--- src/rtl/sha256rr_pkg.sv ---
// ----------------------------------------------------------------------------
// sha256rr_pkg
// Operation codes, stream widths and the SHA-256 round constant table shared
// by the resumable round engine.
// ----------------------------------------------------------------------------
package sha256rr_pkg;

  typedef enum logic [1:0] {
    OP_LOAD_CHAIN = 2'd0,
    OP_LOAD_WORK  = 2'd1,
    OP_ROUND      = 2'd2,
    OP_FINISH     = 2'd3
  } op_e;

  localparam int unsigned WORD_W   = 32;
  localparam int unsigned IDX_W    = 3;
  localparam int unsigned NWORDS   = 8;
  localparam int unsigned ROUND_W  = 7;
  localparam int unsigned TDATA_W  = 40;

  typedef logic [WORD_W-1:0] word_t;

  localparam word_t K_TABLE [64] = '{
    32'h428a2f98, 32'h71374491, 32'hb5c0fbcf, 32'he9b5dba5,
    32'h3956c25b, 32'h59f111f1, 32'h923f82a4, 32'hab1c5ed5,
    32'hd807aa98, 32'h12835b01, 32'h243185be, 32'h550c7dc3,
    32'h72be5d74, 32'h80deb1fe, 32'h9bdc06a7, 32'hc19bf174,
    32'he49b69c1, 32'hefbe4786, 32'h0fc19dc6, 32'h240ca1cc,
    32'h2de92c6f, 32'h4a7484aa, 32'h5cb0a9dc, 32'h76f988da,
    32'h983e5152, 32'ha831c66d, 32'hb00327c8, 32'hbf597fc7,
    32'hc6e00bf3, 32'hd5a79147, 32'h06ca6351, 32'h14292967,
    32'h27b70a85, 32'h2e1b2138, 32'h4d2c6dfc, 32'h53380d13,
    32'h650a7354, 32'h766a0abb, 32'h81c2c92e, 32'h92722c85,
    32'ha2bfe8a1, 32'ha81a664b, 32'hc24b8b70, 32'hc76c51a3,
    32'hd192e819, 32'hd6990624, 32'hf40e3585, 32'h106aa070,
    32'h19a4c116, 32'h1e376c08, 32'h2748774c, 32'h34b0bcb5,
    32'h391c0cb3, 32'h4ed8aa4a, 32'h5b9cca4f, 32'h682e6ff3,
    32'h748f82ee, 32'h78a5636f, 32'h84c87814, 32'h8cc70208,
    32'h90befffa, 32'ha4506ceb, 32'hbef9a3f7, 32'hc67178f2
  };

endpackage

--- src/rtl/sha256_resumable_rounds.sv ---
// ----------------------------------------------------------------------------
// sha256_resumable_rounds
// SHA-256 compression rounds with loadable chaining and working state.
//
// The slave stream carries one operation per transaction: tuser holds the
// operation, tdata the word index and the word. Loads write one chaining or
// working word and rearm the round counter from the first-round register.
// A round transaction runs one SHA-256 round with the supplied schedule word
// and is ignored once the counter has reached 64. Every operation takes
// effect at the edge it is accepted, so one transaction per cycle is taken.
// A finish adds the working words into the chaining words in that same cycle
// and captures the eight sums in an output shift register; they leave on the
// master stream one per cycle from the next cycle on, index 0 first, with
// tlast on index 7. While that burst is pending, loads and rounds are still
// taken; a new finish waits until the last word of the burst is taken, so a
// stalled receiver holds only finish transactions. Reset clears the chaining
// and working words, counter and first-round register and empties the output.
// ----------------------------------------------------------------------------
module sha256_resumable_rounds
  import sha256rr_pkg::*;
(
  input  logic                clk_i,
  input  logic                rst_ni,
  input  logic                cfg_we_i,
  input  logic [ROUND_W-1:0]  cfg_wdata_i,
  input  logic                s_axis_tvalid_i,
  output logic                s_axis_tready_o,
  // tdata: word_index[2:0], word_value[34:3], zero padding[39:35]
  input  logic [TDATA_W-1:0]  s_axis_tdata_i,
  // tuser: operation[1:0]
  input  logic [1:0]          s_axis_tuser_i,
  output logic                m_axis_tvalid_o,
  input  logic                m_axis_tready_i,
  // tdata: result_index[2:0], result_value[34:3], zero padding[39:35]
  output logic [TDATA_W-1:0]  m_axis_tdata_o,
  output logic                m_axis_tlast_o
);

  logic [ROUND_W-1:0] first_round_q;
  logic [ROUND_W-1:0] round_cnt_q, round_cnt_d;
  word_t              chain_q [NWORDS];
  word_t              chain_d [NWORDS];
  word_t              work_q  [NWORDS];
  word_t              work_d  [NWORDS];
  word_t              out_buf_q [NWORDS];
  logic [IDX_W-1:0]   out_idx_q;
  logic               out_valid_q;

  logic               in_acc;
  logic               out_take;
  logic               out_last;
  logic [1:0]         op;
  logic [IDX_W-1:0]   in_idx;
  word_t              in_val;
  word_t              sum_words [NWORDS];
  word_t              big0, big1, chs, maj, t1, t2;

  assign op     = s_axis_tuser_i;
  assign in_idx = s_axis_tdata_i[IDX_W-1:0];
  assign in_val = s_axis_tdata_i[IDX_W+WORD_W-1:IDX_W];

  assign out_last = (out_idx_q == IDX_W'(NWORDS-1));
  assign out_take = out_valid_q && m_axis_tready_i;

  assign s_axis_tready_o = !out_valid_q || (op != OP_FINISH) || (out_take && out_last);
  assign in_acc          = s_axis_tvalid_i && s_axis_tready_o;

  assign m_axis_tvalid_o = out_valid_q;
  assign m_axis_tlast_o  = out_last;
  assign m_axis_tdata_o  = {(TDATA_W-IDX_W-WORD_W)'(0), out_buf_q[0], out_idx_q};

  always_comb begin
    big0 = {work_q[0][1:0],  work_q[0][31:2]}  ^ {work_q[0][12:0], work_q[0][31:13]} ^
           {work_q[0][21:0], work_q[0][31:22]};
    big1 = {work_q[4][5:0],  work_q[4][31:6]}  ^ {work_q[4][10:0], work_q[4][31:11]} ^
           {work_q[4][24:0], work_q[4][31:25]};
    chs  = (work_q[4] & work_q[5]) ^ (~work_q[4] & work_q[6]);
    maj  = (work_q[0] & work_q[1]) ^ (work_q[0] & work_q[2]) ^ (work_q[1] & work_q[2]);
    t1   = work_q[7] + big1 + chs + K_TABLE[round_cnt_q[5:0]] + in_val;
    t2   = big0 + maj;
  end

  always_comb begin
    for (int i = 0; i < NWORDS; i++) begin
      sum_words[i] = chain_q[i] + work_q[i];
    end
  end

  always_comb begin
    chain_d     = chain_q;
    work_d      = work_q;
    round_cnt_d = round_cnt_q;
    if (in_acc) begin
      case (op)
        OP_LOAD_CHAIN: begin
          chain_d[in_idx] = in_val;
          round_cnt_d     = first_round_q;
        end
        OP_LOAD_WORK: begin
          work_d[in_idx] = in_val;
          round_cnt_d    = first_round_q;
        end
        OP_ROUND: begin
          if (!round_cnt_q[ROUND_W-1]) begin
            work_d[7]   = work_q[6];
            work_d[6]   = work_q[5];
            work_d[5]   = work_q[4];
            work_d[4]   = work_q[3] + t1;
            work_d[3]   = work_q[2];
            work_d[2]   = work_q[1];
            work_d[1]   = work_q[0];
            work_d[0]   = t1 + t2;
            round_cnt_d = round_cnt_q + ROUND_W'(1);
          end
        end
        default: begin
          chain_d = sum_words;
        end
      endcase
    end
  end

  always_ff @(posedge clk_i or negedge rst_ni) begin
    if (!rst_ni) begin
      first_round_q <= '0;
      round_cnt_q   <= '0;
      for (int i = 0; i < NWORDS; i++) begin
        chain_q[i] <= '0;
        work_q[i]  <= '0;
      end
    end else begin
      if (cfg_we_i) begin
        first_round_q <= cfg_wdata_i;
      end
      round_cnt_q <= round_cnt_d;
      chain_q     <= chain_d;
      work_q      <= work_d;
    end
  end

  always_ff @(posedge clk_i or negedge rst_ni) begin
    if (!rst_ni) begin
      out_valid_q <= 1'b0;
      out_idx_q   <= '0;
    end else if (in_acc && op == OP_FINISH) begin
      out_valid_q <= 1'b1;
      out_idx_q   <= '0;
    end else if (out_take) begin
      out_valid_q <= !out_last;
      out_idx_q   <= out_idx_q + IDX_W'(1);
    end
  end

  always_ff @(posedge clk_i) begin
    if (in_acc && op == OP_FINISH) begin
      out_buf_q <= sum_words;
    end else if (out_take) begin
      for (int i = 0; i < NWORDS - 1; i++) begin
        out_buf_q[i] <= out_buf_q[i+1];
      end
    end
  end

  a_finish_starts_burst: assert property (@(posedge clk_i) disable iff (!rst_ni)
    (in_acc && op == OP_FINISH) |=> (out_valid_q && out_idx_q == '0))
    else $error("finish did not start an output burst at index 0");

  a_burst_advances: assert property (@(posedge clk_i) disable iff (!rst_ni)
    (out_take && !out_last && !(in_acc && op == OP_FINISH)) |=>
      (out_valid_q && out_idx_q == $past(out_idx_q) + IDX_W'(1)))
    else $error("output burst did not advance by one word");

  a_round_counts: assert property (@(posedge clk_i) disable iff (!rst_ni)
    (in_acc && op == OP_ROUND && !round_cnt_q[ROUND_W-1]) |=>
      (round_cnt_q == $past(round_cnt_q) + ROUND_W'(1)))
    else $error("round counter did not advance on an active round");

  a_spent_round_idle: assert property (@(posedge clk_i) disable iff (!rst_ni)
    (in_acc && op == OP_ROUND && round_cnt_q[ROUND_W-1]) |=>
      ($stable(round_cnt_q) && $stable(work_q[0]) && $stable(work_q[4])))
    else $error("round past the end changed state");

  a_finish_keeps_counter: assert property (@(posedge clk_i) disable iff (!rst_ni)
    (in_acc && op == OP_FINISH) |=> ($stable(round_cnt_q) && $stable(work_q[0])))
    else $error("finish changed the working state");

endmodule

--- config.mk ---
export PLATFORM = sky130hd
export DESIGN_NAME = sha256_resumable_rounds
export DESIGN_NICKNAME = d
export VERILOG_FILES = /design/src/rtl/sha256rr_pkg.sv /design/src/rtl/sha256_resumable_rounds.sv
export SDC_FILE = /design/constraint.sdc
export NUM_CORES = 2
export LEC_CHECK = 0
export BUFFER_PORTS_ARGS = -buffer_cell sky130_fd_sc_hd__buf_4
export CAP_MARGIN = 10
export CORE_MARGIN = 2
export CORE_UTILIZATION = 50
export CTS_BUF_LIST = sky130_fd_sc_hd__clkbuf_4 sky130_fd_sc_hd__clkbuf_8 sky130_fd_sc_hd__clkbuf_16
export DETAILED_ROUTE_END_ITERATION = 6
export PLACE_DENSITY_LB_ADDON = 0.12
export SLEW_MARGIN = 40
export SYNTH_ARGS = -nofsm -noshare
export SYNTH_HDL_FRONTEND = slang
export SYNTH_SLANG_ARGS = --single-unit
--- constraint.sdc ---
create_clock -name clk_i -period 11.1 [get_ports clk_i]
set_input_delay 1.11 -clock clk_i [delete_from_list [all_inputs] [get_ports clk_i]]
set_output_delay 1.11 -clock clk_i [all_outputs]
set_load 0.03 [all_outputs]
==> impl_metrics.yaml <==
status:
  status: "finished, final reports clean"
job:
  maxCapViolations: 0
synth:
  synth_edf_count: 256
  syn-cell-area_um2: 60500
  ys_types: 94
  ys_warn_count: 0
  synth_cells: 6909
  synthArstFlopShare: 0.674
  yosys_most_used_dff: "dfrtp_1"
  synth_seq_cells: 786
  yosysTopAreaCell: "dfrtp_1"
  seq_area_frac_synth: 0.346
  synth_top_area_frac: 0.219
  postSynthAreaPerCell_um2: 8.76
  synth_area_leaders: "dfrtp_1, edfxtp_1, ha_1"
final_layout:
  num-fill-cells: 11000
  design_area_um2: 65500
  drive_above_1_share: 0.0900
  multiInputGateArea_um2: 36200
  final_common_cell: "nand2_1"
  final_nets: 7199
  syn_to_final_growth_pct: 8.25
  layout_common_cells: "nand2_1, o21ai_0, dfrtp_1"
  final-seq-area_um2: 21000
floorplan:
  die_w_um: 352
  die_area_um2: 124000
  ios: 97
  num_rows: 127
  die_h_um: 352
  core_area_um2: 120000
  initial_core_util: 0.504
clock_network:
  cts-root-buf: "clkbuf_16"
  cts_hold_buf: 0
  clkLatencyLatePin_ps: 740
  cts_htree_levels: 3
  post_cts_resized: 0
  cts_made_buffers: 94
  postCtsSetupRepairBufs: 0
  cts_sinks: 786
  cts_tree: "built"
  cts_max_path_buffers: 3
  clk_pin_slew_ps: 50
critical_path:
  worstSetupStartpoint: "round_cnt_q[1]"
  cp_max_fo: 15
  crit_arrival_ps: 9920
  critPathLaunchType: "register"
  critPathMaxStageDelay_ps: 690
  r2r_cells: 31
  critPathSlowestCell: "nor2_1"
  path_class: "register to register"
  worstReg2RegEnd: "work_q[255]"
  end_kind: "register"
  endpoint: "work_q[255]"
  rr_startpoint: "round_cnt_q[1]"
  reg2reg_slack_ps: 1770
  crit_required_ps: 11690
route:
  vias_per_cell: 6.79
  wl_um: 257000
  initialDrtViolationCount: 7344
  detail-route-antenna-nets: 0
  top_layer: "met5"
  dr_wl_met3_um: 27600
  wl_per_cell_um: 30.8
  wl_met1_um: 100000
  drtPass1Iterations: 7
  dr_wl_met2_um: 108000
  drc: 0
  num_vias: 56600
placed_design:
  postPlaceCellArea_um2: 62200
  hpwl_um: 179000
  io_buffers: 86
  gp_congestion: 0.993
  dp_slack_ps: 1930
sta:
  relSlewSlack: 0.308
  final-max-slew-violation-count: 0
  hold_viol_final: 0
  fin_skew_ps: 51.0
  fin_crit_ps: 9330
  rsz0062_at_grt: "false"
  worst_slack_ps: 1770
  tns_ps: 0
  clock.fmax_ghz: 0.107
  worst_pin_slew_ps: 1040
  layout_worst_path_cycle_share: 0.840
  final-setup-viol-count: 0
hold_path:
  min_path_type: "primary input to asynchronous set/reset pin"
global_routing:
  grt-ovfl-total: 0
  antenna_found_initial: 11
  grt_max_degree: 147
  grt_pass1_wl_um: 373000
  grtUsageTotal: 0.412
  grt_pass1_vias: 53200
## stage by stage
step	utilization	cells	hold slack (ps)
3_5_place_dp	0.518	8156	504
4_1_cts	0.545	8333	402
5_1_grt	0.546	8338	427
2_1_floorplan	-	6913	469
6_report	0.546	8340	376
3_3_place_gp	0.516	8149	497
## worst max-delay path, delay by kind of cell (launching register included)
kind | cells | cell delay (ps)
AOI/OAI and AO/OA | 11 | 2990
adders and majority gates | 5 | 2440
and+or+nand+nor | 10 | 2120
xor gates and xnor gates | 2 | 630
buffers and inverters | 3 | 620
DFF | 1 | 410
## cells by family after synthesis
logic type      after synthesis  synth area share
compound gates             2582             0.280
xor+xnor                    446            0.0648
fa+ha+maj                   524             0.124
buf+inv                     913            0.0589
flops                       786             0.346
mux                          68            0.0132
other cells                   1         0.0000620
simple gates               1589             0.113
## layout make-up
cell class	count	share of cell area
clock buffers	136	0.0422
diodes	4	0.000153
inverters	352	0.0203
multi-input cells	5214	0.553
clock inverters	41	0.00671
repair buffers	195	0.0268
flip-flops and latches	786	0.320
well taps	1612	0.0308
## flip-flops by register name (all words and copies together) (netlist names)
| name | flops |
|---|---|
| chain_q | 256 |
| first_round_q | 7 |
| round_cnt_q | 7 |
| out_buf_q | 224 |
| m_axis_tdata_o | 32 |
| out_idx_q | 3 |
| m_axis_tvalid_o | 1 |
| work_q | 256 |
## worst min path at each step
stage | startpoint | endpoint | cells after the start
floorplan | first_round_q[0] | round_cnt_q[0] | 2
global placement | out_buf_q[18] | out_buf_q[50] | 2
detailed placement | out_buf_q[209] | m_axis_tdata_o[20] | 2
CTS | rst_ni | chain_q[142] | 1
global route | rst_ni | chain_q[146] | 1
finish | rst_ni | chain_q[146] | 1
## cells in the mapped netlist (16+ instances only)
cell,instances
nand2_1,842
o21ai_0,635
dfrtp_1,530
clkbuf_1,487
a21oi_1,449
a22oi_1,405
ha_1,369
inv_1,349
nor2_1,346
o22ai_1,321
xnor2_1,285
edfxtp_1,256
xor2_1,160
a21o_1,152
fa_1,133
o221a_2,107
nor3_1,79
a221oi_1,68
nand3_1,65
nand2b_1,57
o21a_1,56
nor2b_1,54
a211oi_1,51
mux2_2,50
o21ai_1,43
a31oi_1,37
buf_1,37
buf_4,37
and3_1,36
o21bai_1,33
o211ai_1,27
maj3_1,22
o31ai_1,22
and2_1,21
nand4_1,19
a311oi_1,16
or3_1,16
## routing by layer
| layer | vias up | global-route usage |
|---|---|---|
| met1 | 27900 | 0.538 |
| li1 | 24700 | - |
| met4 | 4 | 0.287 |
| met5 | - | 0 |
| met2 | 3196 | 0.601 |
| met3 | 745 | 0.101 |
Power is left out: the tool's default activity adds up to more than one toggle a clock period on the data nets, which glitch-free logic cannot reach.
